## config.mk

```make
export PLATFORM = sky130hd
export DESIGN_NAME = modbus_rtu_request_framer_flat
export DESIGN_NICKNAME = d
export VERILOG_FILES = /design/src/mbrf_pkg.sv /design/src/mbrf_req_if.sv /design/src/mbrf_frm_if.sv /design/src/mbrf_crc16.sv /design/src/modbus_rtu_request_framer.sv /design/src/flat_wrapper.sv
export VERILOG_INCLUDE_DIRS = /design/src /design/src/src
export SDC_FILE = /design/constraint.sdc
export NUM_CORES = 1
export LEC_CHECK = 0
export BUFFER_PORTS_ARGS = -buffer_cell sky130_fd_sc_hd__buf_2
export CORE_AREA = 10 10 155 157
export DETAILED_ROUTE_END_ITERATION = 8
export DIE_AREA = 0 0 165 167
export PLACE_DENSITY = 0.44
export REMOVE_ABC_BUFFERS = 1
export SYNTH_ARGS = -nofsm -noshare
export SYNTH_HDL_FRONTEND = slang
export SYNTH_SLANG_ARGS = --single-unit
```

## constraint.sdc

```tcl
create_clock -name clk_i -period 8.1 [get_ports clk_i]
set_input_delay 0.81 -clock clk_i [delete_from_list [all_inputs] [get_ports clk_i]]
set_output_delay 0.81 -clock clk_i [all_outputs]
set_load 0.03 [all_outputs]
```

## src/assert_macros.svh

```systemverilog
// Assertion helpers for the request framer RTL.
`ifndef ASSERT_MACROS_SVH
`define ASSERT_MACROS_SVH

`ifndef NO_ASSERTIONS

// Property must hold at every clock edge outside reset.
`define ASSERT_CLK(name, clk, rst_n, prop, msg) \
  name: assert property (@(posedge clk) disable iff (!rst_n) prop) else $error(msg);

// Condition must never be true outside reset.
`define ASSERT_NEVER(name, clk, rst_n, cond, msg) \
  name: assert property (@(posedge clk) disable iff (!rst_n) !(cond)) else $error(msg);

`else

`define ASSERT_CLK(name, clk, rst_n, prop, msg)
`define ASSERT_NEVER(name, clk, rst_n, cond, msg)

`endif

`endif

```

## src/mbrf_pkg.sv

```systemverilog
`default_nettype none

package mbrf_pkg;

  localparam int unsigned ByteW  = 8;
  localparam int unsigned FuncW  = 3;
  localparam int unsigned AddrW  = 32;
  localparam int unsigned PairW  = 16;
  localparam int unsigned CrcW   = 16;
  localparam int unsigned IdxW   = 4;   // up to ten bytes per item

  localparam logic [CrcW-1:0] CRC_INIT = 16'hFFFF;
  localparam logic [CrcW-1:0] CRC_POLY = 16'hA001;

  // Function opcodes on the wire
  localparam logic [ByteW-1:0] OP_RD_REGS = 8'h03;
  localparam logic [ByteW-1:0] OP_DEV_ID  = 8'h2B;
  localparam logic [ByteW-1:0] MEI_DEV_ID = 8'h0E;
  localparam logic [ByteW-1:0] DEV_ID_RD  = 8'h01;
  localparam logic [ByteW-1:0] OP_RD_FILE = 8'h68;
  localparam logic [ByteW-1:0] OP_WR_FILE = 8'h69;
  localparam logic [ByteW-1:0] OP_WR_REGS = 8'h10;
  localparam logic [ByteW-1:0] OP_COIL    = 8'h05;

  // Request selector codes of the header item
  typedef enum logic [FuncW-1:0] {
    FN_RD_REGS = 3'd0,
    FN_DEV_ID  = 3'd1,
    FN_RD_FILE = 3'd2,
    FN_WR_FILE = 3'd3,
    FN_WR_REGS = 3'd4,
    FN_COIL    = 3'd5
  } func_e;

  // Item kinds
  localparam logic KIND_HEADER  = 1'b0;
  localparam logic KIND_PAYLOAD = 1'b1;

  typedef enum logic [1:0] {
    ST_IDLE = 2'b01,
    ST_EMIT = 2'b10
  } state_e;

  // Control of the shared CRC unit
  typedef struct packed {
    logic             clear;
    logic             update;
    logic [ByteW-1:0] data;
  } crc_ctrl_t;

endpackage

`default_nettype wire

```

## src/mbrf_req_if.sv

```systemverilog
`default_nettype none

// Request channel: header items and payload word pairs
interface mbrf_req_if import mbrf_pkg::*; ();
  logic             valid;
  logic             ready;
  logic             item_kind;
  logic [FuncW-1:0] func;
  logic [ByteW-1:0] station_addr;
  logic [AddrW-1:0] data_addr;
  logic [ByteW-1:0] file_number;
  logic [ByteW-1:0] count;
  logic [PairW-1:0] payload_pair;

  modport source (output valid, item_kind, func, station_addr, data_addr, file_number,
                  count, payload_pair, input ready);
  modport sink   (input valid, item_kind, func, station_addr, data_addr, file_number,
                  count, payload_pair, output ready);
endinterface

`default_nettype wire

```

## src/mbrf_frm_if.sv

```systemverilog
`default_nettype none

// Frame byte channel
interface mbrf_frm_if import mbrf_pkg::*; ();
  logic             valid;
  logic             ready;
  logic [ByteW-1:0] out_byte;
  logic             last;
  logic             error;

  modport source (output valid, out_byte, last, error, input ready);
  modport sink   (input valid, out_byte, last, error, output ready);
endinterface

`default_nettype wire

```

## src/mbrf_crc16.sv

```systemverilog
`default_nettype none

// Modbus CRC-16 accumulator, one byte per update
module mbrf_crc16 import mbrf_pkg::*; (
  input  wire logic            clk_i,
  input  wire logic            rst_ni,
  input  wire crc_ctrl_t       ctrl_i,
  output logic [CrcW-1:0]      crc_o
);

  logic [CrcW-1:0] crc_q, crc_d;
  logic [CrcW-1:0] upd;

  // Reflected byte update: eight shift/xor steps
  always_comb begin
    upd = crc_q ^ {{(CrcW-ByteW){1'b0}}, ctrl_i.data};
    for (int i = 0; i < ByteW; i++) begin
      if (upd[0]) begin
        upd = (upd >> 1) ^ CRC_POLY;
      end else begin
        upd = upd >> 1;
      end
    end
  end

  always_comb begin
    crc_d = crc_q;
    if (ctrl_i.clear) begin
      crc_d = CRC_INIT;
    end else if (ctrl_i.update) begin
      crc_d = upd;
    end
  end

  always_ff @(posedge clk_i or negedge rst_ni) begin
    if (!rst_ni) begin
      crc_q <= CRC_INIT;
    end else begin
      crc_q <= crc_d;
    end
  end

  assign crc_o = crc_q;

endmodule

`default_nettype wire

```

## src/modbus_rtu_request_framer.sv

```systemverilog
// Modbus RTU request framer. Each item on req_i is captured on accept, then
// its frame bytes leave on frm_o at one byte per cycle while the sink is
// ready; req_i.ready stays low until the last byte of the item has moved
// into the output register. A header item yields 2 to 10 bytes (read
// device id: 7, read registers: 8, read file: 10, write registers: 7 or 9
// with count zero, write file: 8 or 10, coil: 2), a payload pair 2 or 4
// bytes, and a rejected item a single error byte. The pace is set by the
// byte sequencer, which feeds every data byte through one shared CRC-16
// unit (one byte per cycle) and then appends the CRC low byte first. Write
// requests expect their payload pairs as later items; a new header abandons
// any unfinished write frame.
`default_nettype none
`include "assert_macros.svh"

module modbus_rtu_request_framer import mbrf_pkg::*; (
  input  wire logic  clk_i,
  input  wire logic  rst_ni,
  mbrf_req_if.sink   req_i,
  mbrf_frm_if.source frm_o
);

  state_e state_q, state_d;

  // Captured item
  logic             kind_q;
  logic [FuncW-1:0] func_q;
  logic [ByteW-1:0] station_q;
  logic [AddrW-1:0] addr_q;
  logic [ByteW-1:0] file_q;
  logic [ByteW-1:0] count_q;
  logic [PairW-1:0] pair_q;

  // Sequence plan of the current item
  logic [IdxW-1:0]  idx_q, idx_d;
  logic [IdxW-1:0]  dlen_q, dlen_d;
  logic             tail_q, tail_d;
  logic             err_q, err_d;
  logic [ByteW-1:0] words_q, words_d;

  // Output register
  logic             ovalid_q, ovalid_d;
  logic [ByteW-1:0] obyte_q, obyte_d;
  logic             olast_q, olast_d;
  logic             oerr_q, oerr_d;

  logic             accept, can_emit, emit;
  logic             hdr_bad;
  logic [IdxW-1:0]  hdr_len;
  logic [ByteW-1:0] pending;
  logic [ByteW-1:0] data_byte;
  logic [CrcW-1:0]  crc;
  crc_ctrl_t        crc_ctrl;

  assign req_i.ready = (state_q == ST_IDLE);
  assign accept      = req_i.valid && req_i.ready;
  assign can_emit    = !ovalid_q || frm_o.ready;
  assign emit        = (state_q == ST_EMIT) && can_emit;

  // Header decode: length, pending pairs, rejection
  always_comb begin
    hdr_bad = 1'b0;
    hdr_len = '0;
    pending = '0;
    case (func_e'(req_i.func))
      FN_RD_REGS: hdr_len = IdxW'(6);
      FN_DEV_ID:  hdr_len = IdxW'(5);
      FN_RD_FILE: hdr_len = IdxW'(8);
      FN_WR_FILE: begin
        hdr_len = IdxW'(8);
        hdr_bad = req_i.count[ByteW-1];
        pending = req_i.count;
      end
      FN_WR_REGS: begin
        hdr_len = IdxW'(7);
        hdr_bad = req_i.count[ByteW-1];
        pending = req_i.count;
      end
      FN_COIL: begin
        hdr_len = IdxW'(2);
        pending = ByteW'(2);
      end
      default: hdr_bad = 1'b1;
    endcase
  end

  // Data byte at the current position
  always_comb begin
    data_byte = '0;
    if (kind_q == KIND_PAYLOAD) begin
      data_byte = idx_q[0] ? pair_q[ByteW-1:0] : pair_q[PairW-1:ByteW];
    end else begin
      case (func_e'(func_q))
        FN_RD_REGS, FN_WR_REGS: begin
          case (idx_q)
            4'd0:    data_byte = station_q;
            4'd1:    data_byte = (func_e'(func_q) == FN_RD_REGS) ? OP_RD_REGS : OP_WR_REGS;
            4'd2:    data_byte = addr_q[15:8];
            4'd3:    data_byte = addr_q[7:0];
            4'd4:    data_byte = 8'h00;
            4'd5:    data_byte = count_q;
            4'd6:    data_byte = {count_q[ByteW-2:0], 1'b0};
            default: data_byte = '0;
          endcase
        end
        FN_DEV_ID: begin
          case (idx_q)
            4'd0:    data_byte = station_q;
            4'd1:    data_byte = OP_DEV_ID;
            4'd2:    data_byte = MEI_DEV_ID;
            4'd3:    data_byte = DEV_ID_RD;
            default: data_byte = 8'h00;
          endcase
        end
        FN_RD_FILE, FN_WR_FILE: begin
          case (idx_q)
            4'd0:    data_byte = station_q;
            4'd1:    data_byte = (func_e'(func_q) == FN_RD_FILE) ? OP_RD_FILE : OP_WR_FILE;
            4'd2:    data_byte = file_q;
            4'd3:    data_byte = addr_q[31:24];
            4'd4:    data_byte = addr_q[23:16];
            4'd5:    data_byte = addr_q[15:8];
            4'd6:    data_byte = addr_q[7:0];
            4'd7:    data_byte = count_q;
            default: data_byte = '0;
          endcase
        end
        FN_COIL: data_byte = idx_q[0] ? OP_COIL : station_q;
        default: data_byte = '0;
      endcase
    end
  end

  // Sequencer
  always_comb begin
    state_d  = state_q;
    idx_d    = idx_q;
    dlen_d   = dlen_q;
    tail_d   = tail_q;
    err_d    = err_q;
    words_d  = words_q;
    ovalid_d = ovalid_q;
    obyte_d  = obyte_q;
    olast_d  = olast_q;
    oerr_d   = oerr_q;
    crc_ctrl = '{clear: 1'b0, update: 1'b0, data: data_byte};

    if (ovalid_q && frm_o.ready) begin
      ovalid_d = 1'b0;
    end

    // capture and plan a new item
    if (accept) begin
      state_d = ST_EMIT;
      idx_d   = '0;
      if (req_i.item_kind == KIND_PAYLOAD) begin
        err_d  = (words_q == '0);
        dlen_d = IdxW'(2);
        tail_d = (words_q == ByteW'(1));
        if (words_q != '0) begin
          words_d = words_q - ByteW'(1);
        end
      end else begin
        crc_ctrl.clear = 1'b1;
        err_d   = hdr_bad;
        dlen_d  = hdr_len;
        tail_d  = (pending == '0);
        words_d = hdr_bad ? '0 : pending;
      end
    end

    // one byte per cycle into the output register, while it is empty or being taken
    if (emit) begin
      ovalid_d = 1'b1;
      idx_d    = idx_q + IdxW'(1);
      olast_d  = 1'b0;
      oerr_d   = 1'b0;
      if (err_q) begin
        obyte_d = '0;
        olast_d = 1'b1;
        oerr_d  = 1'b1;
        state_d = ST_IDLE;
      end else if (idx_q < dlen_q) begin
        obyte_d         = data_byte;
        crc_ctrl.update = 1'b1;
        if ((idx_q == dlen_q - IdxW'(1)) && !tail_q) begin
          state_d = ST_IDLE;
        end
      end else if (idx_q == dlen_q) begin
        obyte_d = crc[ByteW-1:0];
      end else begin
        obyte_d        = crc[CrcW-1:ByteW];
        olast_d        = 1'b1;
        crc_ctrl.clear = 1'b1;
        state_d        = ST_IDLE;
      end
    end
  end

  mbrf_crc16 u_crc (
    .clk_i  (clk_i),
    .rst_ni (rst_ni),
    .ctrl_i (crc_ctrl),
    .crc_o  (crc)
  );

  // Control state
  always_ff @(posedge clk_i or negedge rst_ni) begin
    if (!rst_ni) begin
      state_q  <= ST_IDLE;
      idx_q    <= '0;
      dlen_q   <= '0;
      tail_q   <= 1'b0;
      err_q    <= 1'b0;
      words_q  <= '0;
      ovalid_q <= 1'b0;
    end else begin
      state_q  <= state_d;
      idx_q    <= idx_d;
      dlen_q   <= dlen_d;
      tail_q   <= tail_d;
      err_q    <= err_d;
      words_q  <= words_d;
      ovalid_q <= ovalid_d;
    end
  end

  // Payload registers
  always_ff @(posedge clk_i) begin
    obyte_q <= obyte_d;
    olast_q <= olast_d;
    oerr_q  <= oerr_d;
    if (accept) begin
      kind_q    <= req_i.item_kind;
      func_q    <= req_i.func;
      station_q <= req_i.station_addr;
      addr_q    <= req_i.data_addr;
      file_q    <= req_i.file_number;
      count_q   <= req_i.count;
      pair_q    <= req_i.payload_pair;
    end
  end

  assign frm_o.valid    = ovalid_q;
  assign frm_o.out_byte = obyte_q;
  assign frm_o.last     = olast_q;
  assign frm_o.error    = oerr_q;

  `ASSERT_CLK(a_err_byte_zero, clk_i, rst_ni, (ovalid_q && oerr_q) |-> (obyte_q == '0 && olast_q), "error byte not zero or not last")
  `ASSERT_NEVER(a_idx_range, clk_i, rst_ni, (state_q == ST_EMIT) && !err_q && (idx_q > dlen_q + IdxW'(1)), "byte index past frame end")
  `ASSERT_CLK(a_crc_cleared, clk_i, rst_ni, (emit && !err_q && idx_q > dlen_q) |=> (crc == CRC_INIT), "CRC not cleared after frame end")
  `ASSERT_CLK(a_bad_header, clk_i, rst_ni, (accept && req_i.item_kind == KIND_HEADER && hdr_bad) |=> (err_q && words_q == '0), "bad header not rejected")
  `ASSERT_CLK(a_out_hold, clk_i, rst_ni, (ovalid_q && !frm_o.ready) |=> (ovalid_q && $stable(obyte_q) && $stable(olast_q) && $stable(oerr_q)), "output item changed while stalled")

endmodule

`default_nettype wire

```

## src/flat_wrapper.sv

```systemverilog
// flat-port wrapper written by rule: the top's interface ports become plain ports
module modbus_rtu_request_framer_flat import mbrf_pkg::*;
  (clk_i, rst_ni, req_i_valid, req_i_item_kind, req_i_func, req_i_station_addr, req_i_data_addr, req_i_file_number, req_i_count, req_i_payload_pair, req_i_ready, frm_o_valid, frm_o_out_byte, frm_o_last, frm_o_error, frm_o_ready);
  mbrf_req_if req_i_i ();
  mbrf_frm_if frm_o_i ();
  input  wire logic clk_i;
  input  wire logic rst_ni;
  input wire logic [$bits(req_i_i.valid)-1:0] req_i_valid;
  input wire logic [$bits(req_i_i.item_kind)-1:0] req_i_item_kind;
  input wire logic [$bits(req_i_i.func)-1:0] req_i_func;
  input wire logic [$bits(req_i_i.station_addr)-1:0] req_i_station_addr;
  input wire logic [$bits(req_i_i.data_addr)-1:0] req_i_data_addr;
  input wire logic [$bits(req_i_i.file_number)-1:0] req_i_file_number;
  input wire logic [$bits(req_i_i.count)-1:0] req_i_count;
  input wire logic [$bits(req_i_i.payload_pair)-1:0] req_i_payload_pair;
  output wire logic [$bits(req_i_i.ready)-1:0] req_i_ready;
  output wire logic [$bits(frm_o_i.valid)-1:0] frm_o_valid;
  output wire logic [$bits(frm_o_i.out_byte)-1:0] frm_o_out_byte;
  output wire logic [$bits(frm_o_i.last)-1:0] frm_o_last;
  output wire logic [$bits(frm_o_i.error)-1:0] frm_o_error;
  input wire logic [$bits(frm_o_i.ready)-1:0] frm_o_ready;
  assign req_i_i.valid = req_i_valid;
  assign req_i_i.item_kind = req_i_item_kind;
  assign req_i_i.func = req_i_func;
  assign req_i_i.station_addr = req_i_station_addr;
  assign req_i_i.data_addr = req_i_data_addr;
  assign req_i_i.file_number = req_i_file_number;
  assign req_i_i.count = req_i_count;
  assign req_i_i.payload_pair = req_i_payload_pair;
  assign req_i_ready = req_i_i.ready;
  assign frm_o_valid = frm_o_i.valid;
  assign frm_o_out_byte = frm_o_i.out_byte;
  assign frm_o_last = frm_o_i.last;
  assign frm_o_error = frm_o_i.error;
  assign frm_o_i.ready = frm_o_ready;
  modbus_rtu_request_framer u_core (.clk_i(clk_i), .rst_ni(rst_ni), .req_i(req_i_i), .frm_o(frm_o_i));
endmodule
```

# After elaboration in Yosys (flattened, before gate mapping)
# Index checks and enable logic that the tools add are counted.
[totals]
word_cells = 126
in_bits = 80
regBits = 123
output_inout_bits = 12
[op_classes]
mux = 50
bitwise = 9
n_lt_le_gt_ge = 1
n_eq_ne = 23
n_addsub = 3
reduce_logical = 22
[ops]
columns = ["operator", "n"]
rows = [
  ["two-way mux 16 bit", 10],
  ["two-way mux 8 bit", 8],
  ["one-hot mux 8 bit (4 select lines)", 2],
  ["one-hot mux 8 bit (8 select lines)", 1],
  ["one-hot mux 8 bit (6 select lines)", 1],
  ["inverter 2 -> 3 bit", 8],
  ["one-hot mux 4 bit (5 select lines)", 1],
  ["== test 4 x 3 -> 1 bit (second input constant)", 4],
  ["zero test 8 bit", 2],
  ["two-way mux 2 bit", 8],
  ["one-hot mux 8 bit (2 select lines)", 1],
  ["XOR 16 x 8 -> 16 bit", 1],
  ["two-way mux 1 bit", 13],
  ["== test 3 x 2 -> 1 bit (second input constant)", 4],
  ["== test 3 bit (second input constant)", 4],
  ["two-way mux 4 bit", 3],
  ["== test 4 x 2 -> 1 bit (second input constant)", 2],
  ["== test 4 bit", 2],
  ["== test 8 x 1 -> 1 bit (second input constant)", 1],
  ["nonzero test 8 bit", 1],
  ["OR reduction 2 bit", 4],
  ["subtractor 8 x 1 -> 8 bit (second input constant)", 1],
  ["== test 3 x 1 -> 1 bit (second input constant)", 2],
  ["zero test 3 bit", 2],
  ["other kinds (16)", 22],
]

# Logic depth before layout (Yosys ltp)
[logic_depth]
depth_word = 24
mapped_depth = 15
mapped_depth_nobuf = 11

# Modules after synthesis
# Synthesis repeated with hierarchy kept, for this count alone.
[hier_totals]
hier_cells = 545
area_unflattened_um2 = 6307.3
[modules_own_cells]
columns = ["mod", "seq_area_each_um2", "cells_each", "n_inst", "area_each_um2"]
rows = [
  ["modbus_rtu_request_framer", 3109.2, 460, 1, 5410.2],
  ["mbrf_crc16", 420.4, 85, 1, 897.1],
]

# Least setup slack after synthesis
# OpenSTA, ideal clock, no wires.
[synth_path]
path_type = "register to register"
start = "register u_core.state_q[0]"
end = "register u_core.idx_q[2]"
stages_incl_launch_ff = 8
period_less_slack_ns = 4.148
slack_ns = 3.952
t_required_ns = 7.970
arrival_time_ns = 4.017
setup_time_ns = 0.130
n_path_buf = 1
cell_sequence = "dfstp_2 nor2b_1 nand2_1 inv_1 clkbuf_1 nor2_1 o21ai_0 o31ai_1"
[synth_via]
elab_chain_len = 3
word_cells_on_any_way = 6
cone_classes = "eq/ne (2); mux (1); reduce/logical (3)"
[synth_rtl]
columns = ["element", "line", "text"]
rows = [
  ["from (decl)", "modbus_rtu_request_framer.sv:22", "state_e state_q, state_d;"],
  ["from (signal assigned)", "modbus_rtu_request_framer.sv:217", "state_q <= state_d;"],
  ["== test 2 x 1 -> 1 bit", "modbus_rtu_request_framer.sv:54", "assign req_i.ready = (state_q == ST_IDLE);"],
  ["net req_i_ready", "flat_wrapper.sv:16", "output wire logic [$bits(req_i_i.ready)-1:0] req_i_ready;"],
  ["logical AND 1 bit", "modbus_rtu_request_framer.sv:55", "assign accept = req_i.valid && req_i.ready;"],
  ["net u_core.accept", "modbus_rtu_request_framer.sv:46", "logic accept, can_emit, emit;"],
  ["nonzero test 2 bit (no line)", "--", ""],
  ["to (signal assigned)", "modbus_rtu_request_framer.sv:218", "idx_q <= idx_d;"],
  ["to (decl)", "modbus_rtu_request_framer.sv:34", "logic [IdxW-1:0] idx_q, idx_d;"],
]
# The timed path passes the listed nets, and every way through them passes these cells.
# A chain may end at the register's enable or synchronous reset.

# Final worst setup path
[layout_path]
start = "register u_core.idx_q[0]"
end = "register u_core.u_crc.crc_q[0] (netlist: u_core.u_crc.crc_o[0])"
[layout_via]
elab_chain_len = 16
word_cells_on_any_way = 41
cone_classes = "order compare (1); eq/ne (8); mux (22); bitwise (8); reduce/logical (2)"
[layout_rtl]
columns = ["element", "line", "text"]
rows = [
  ["== test 4 x 3 -> 1 bit, or another cell as far along", "modbus_rtu_request_framer.sv:115", "case (idx_q)"],
  ["one-hot mux 8 bit (8 select lines), or another cell as far along", "modbus_rtu_request_framer.sv:115", ""],
  ["one-hot mux 8 bit (4 select lines)", "modbus_rtu_request_framer.sv:92", "case (func_e'(func_q))"],
  ["two-way mux 8 bit", "modbus_rtu_request_framer.sv:89", "if (kind_q == KIND_PAYLOAD) begin"],
  ["XOR 16 x 8 -> 16 bit", "mbrf_crc16.sv:16", "upd = crc_q ^ {{(CrcW-ByteW){1'b0}}, ctrl_i.data};"],
  ["two-way mux 16 bit or inverter 2 -> 3 bit (tied branches) (6 in series)", "--", ""],
  ["inverter 2 -> 3 bit (no line) or two-way mux 16 bit (tied branches)", "--", ""],
  ["two-way mux 16 bit (2 in series)", "mbrf_crc16.sv:18", "if (upd[0]) begin"],
  ["two-way mux 16 bit", "mbrf_crc16.sv:30", "end else if (ctrl_i.update) begin"],
  ["two-way mux 16 bit", "mbrf_crc16.sv:28", "if (ctrl_i.clear) begin"],
  ["to (signal assigned)", "mbrf_crc16.sv:39", "crc_q <= crc_d;"],
  ["to (decl)", "mbrf_crc16.sv:11", "logic [CrcW-1:0] crc_q, crc_d;"],
]
# Several ways; a longest one is shown, not always the timed one. The select of a mux whose other input is x is not followed.

==> results.txt <==
----------------------------------------------------
[Outcome]
  Status ... finished, final reports clean

[Detailed routing]
  Initial DRC count ... 305
  Routed wire length per instance ... 19.5 microns
  Detailed-route wire length ... 17.6 mm
  DR pass1 iterations ... 5
  Number of nets with antenna violations after routing ... 0
  Total vias in the final route ... 4626
  Via density per instance ... 5.15
  Post-detailed-route DRC marker count ... 0

[Run]
  Max Cap Viol ... 0

[Clock network]
  Number of clock sinks seen by CTS ... 123
  Root buffer cell ... clkbuf_16
  Level count of the clock H-tree ... 4
  Clock-pin slew reported for the worst setup and hold paths after clock tree synthesis ... 0.06 ns
  Number of buffers created by CTS ... 17
  CTS tree ... built
  Setup repair bufs after CTS ... 0
  Source-to-sink clock delay at the later pin of the worst-skew pair ... 0.43 ns
  Hold buffers post-CTS ... 0
  Number of buffers on the longest clock path ... 2
  Resized cells post-CTS ... 0

[Worst hold path]
  HP Class ... register to register

[Logic synthesis]
  Prevailing post-synth register cell ... edfxtp_1
  Register area share after synthesis ... 56.9%
  Number of cells produced by synthesis ... 532
  FFs w/ async S/R, synth ... 30.1%
  Top area cells in the synthesized netlist ... edfxtp_1 (42%), dfrtp_1 (8.1%), dfstp_2 (7.2%), a22oi_1 (3.8%), mux2i_1 (3.4%)
  Mean area per synthesized cell ... 11.7 sq um
  Yosys reg bits ... 123
  Area share of the largest cell type after synthesis ... 41.6%
  Dominant cell type by area after synthesis ... edfxtp_1
  Count of synthesis-stage warnings from yosys ... 0
  Cell variety after synth ... 62
  Number of enable-type register cells in the synthesized netlist ... 86
  Post-synth design cell area ... 6200 sq um

[Finish]
  Layout cell share with drive strength beyond 1 ... 25.2%
  Antenna diode count ... 0
  Number of nets in the final layout ... 703
  Most frequent cells in the layout ... buf_2 (91), edfxtp_1 (86), nor2_1 (44)
  Finished layout cell area ... 7500 sq um
  P&R area growth vs syn ... 20.8%
  Most common library cell in the layout ignoring fill and taps ... buf_2

[Critical path]
  Slowest CP cell ... ha_1
  Arrival time at the worst endpoint ... 4.76 ns
  Worst setup SP type ... register
  Critical Path RT ... 8.46 ns
  Startpoint-to-endpoint class of the critical path ... register to register
  Series of cell instances along the critical path ... ha_1 > o21bai_4 > a2111oi_4 > o31ai_1 > a32oi_2 > xnor2_1 > xor2_1 > xnor3_2 > xnor3_1 > o22a_1
  Delay contributed by the slowest stage of the critical path ... 0.95 ns
  Crit path capture type ... register
  CP Max Fanout ... 25

[Timing]
  Count of endpoints failing hold in the final timing report ... 0
  Final setup margin ... 3.69 ns
  Setup total negative slack ... 0 ns
  Slew of the pin with the lowest slew margin ... 1.06 ns
  Slew margin rel. ... 29.2%
  Final number of max-transition violations ... 0
  Hold slack ... 0.466 ns
  Setup repair after global routing missed its margin ... no
  Final setup vio count ... 0
  Highest Clock Rate ... 227 MHz
  Largest clock skew in the final design ... 0.00841 ns
  Part of the cycle the worst path needs ... 54.4%
  Shortest period the worst path allows ... 4.41 ns

[Place]
  Setup slack after placement ... 3.63 ns
  Port bufs ... 91
  Final weighted congestion in routability-driven placement ... 0.825
  HPWL reported at the end of detailed placement ... 12.6 mm
  Area after DPL ... 6880 sq um

[Floorplan]
  Initial cell density of the core ... 29.8%
  Die X ... 165 microns
  Ports placed on the boundary ... 92
  Die span in y ... 167 microns
  # rows ... 53
  Placeable core region ... 20800 sq um
  Area of the die ... 27600 sq um

[GRT]
  GR Overflow Total ... 0
  Vias in the first global route ... 4899
  Antenna violations before repair ... 0
  GRT Resource Usage Total ... 13.0%
  Global-route wire length before repair ... 27.6 mm
  Maximum number of pins on one net before global-route repair ... 86

[Power]
  Power Dens Cells ... 201 nW/um^2
  VDD IR max ... 0.131 mV
  Leakage component of the power ... 2.92 nW

----------------------------------------------------
[final timing paths]
kind / from / to / slack [ns] / cells after the start
min in group asynchronous: rst_ni / u_core.words_q[5] / 0.51 / 1
max: u_core.idx_q[0] / u_core.u_crc.crc_o[0] / 3.69 / 10
min: u_core.state_q[0] / u_core.state_q[0] / 0.47 / 2
max reg2reg: u_core.idx_q[0] / u_core.u_crc.crc_o[0] / 3.69 / 10
max in group asynchronous: rst_ni / u_core.frm_o.valid / 7.05 / 1
min reg2reg: u_core.state_q[0] / u_core.state_q[0] / 0.47 / 2
[layer usage]
metal	up-vias	GRT usage (%)	routed length, microns
met3	24	3.92	1070
met5	-	0	0
met4	0	5.24	303
met1	2290	16.0	7650
met2	128	20.6	8540
li1	2184	-	-
[cell usage after synthesis, types with 2 or more instances]
library cell   n
edfxtp_1      86
nor2_1        44
nand2_1       35
a21oi_1       32
a22oi_1       31
mux2i_1       21
dfrtp_1       20
o21ai_0       20
inv_1         18
nor3_1        18
clkbuf_1      17
dfstp_2       17
xnor2_1       16
buf_2         13
ha_1          12
a211oi_1      11
nand2b_1       9
nand3_1        9
xor2_1         7
a221oi_1       6
a32oi_1        5
o31ai_1        5
or3_1          5
a31oi_1        4
buf_1          4
nand4_1        4
nor2b_1        4
nor4_1         4
a211o_1        3
a222oi_1       3
a32oi_2        3
and3_1         3
mux2_2         3
o211ai_1       3
o21a_1         3
o21ai_1        3
o22a_1         3
a22o_1         2
nand4b_1       2
o32ai_1        2
[cells by family (layout without fill, tap and decap cells)]
logic type	count (synthesis)	after routing	share of synthesized area, %
flops	123	123	56.9
buf+inv	54	146	3.71
xor+xnor	26	26	4.25
compound gates	150	150	17.8
mux	24	24	3.93
fa+ha+maj	12	12	2.42
simple gates	143	143	11.0
[layout make-up]
type	count	area (sq um)
Multi-Input combinational cell	355	2440
Sequential cell	123	3530
Clock buffer	19	443
Clock inverter	13	174
Tap cell	275	344
Inverter	18	68.8
Fill cell	2113	13300
Timing Repair Buffer	96	493
[sequential cells by signal, indices dropped and copies added, names as in the netlist, 2 cells and up]
signal	flops
u_core.addr_q	32
u_core.pair_q	16
u_core.u_crc.crc_o	16
u_core.count_q	8
u_core.file_q	8
u_core.frm_o.out_byte	8
u_core.station_q	8
u_core.words_q	8
u_core.dlen_q	4
u_core.idx_q	4
u_core.func_q	3
u_core.state_q	2
[metrics by stage]
stage | std cells | util, % | total power [mW]
after floorplan | 496 | - | 0.691
after global placement | 867 | 33.0 | 0.721
after detailed placement | 867 | 33.0 | 0.721
after CTS | 899 | 36.0 | 1.53
after global routing | 899 | 36.0 | 1.56
final | 899 | 36.0 | 1.51
[worst max-delay path, delay by kind of cell, from the launching register on]
family | cells | cell delay, ns
xor gates and xnor gates | 4 | 1.18
AOI/OAI and AO/OA | 5 | 1.33
adders and majority gates | 1 | 0.95
DFF | 1 | 0.87
[power by group]
| part | internal [mW] | leakage [nW] | switching (mW) |
|---|---|---|---|
| clock network | 0.518 | 0.292 | 0.281 |
| registers | 0.674 | 1.19 | 0.0000000000000000102 |
| logic | 0.0157 | 1.43 | 0.0181 |
| total | 1.21 | 2.92 | 0.299 |
Note: power is estimated with default switching activity, not from simulation.
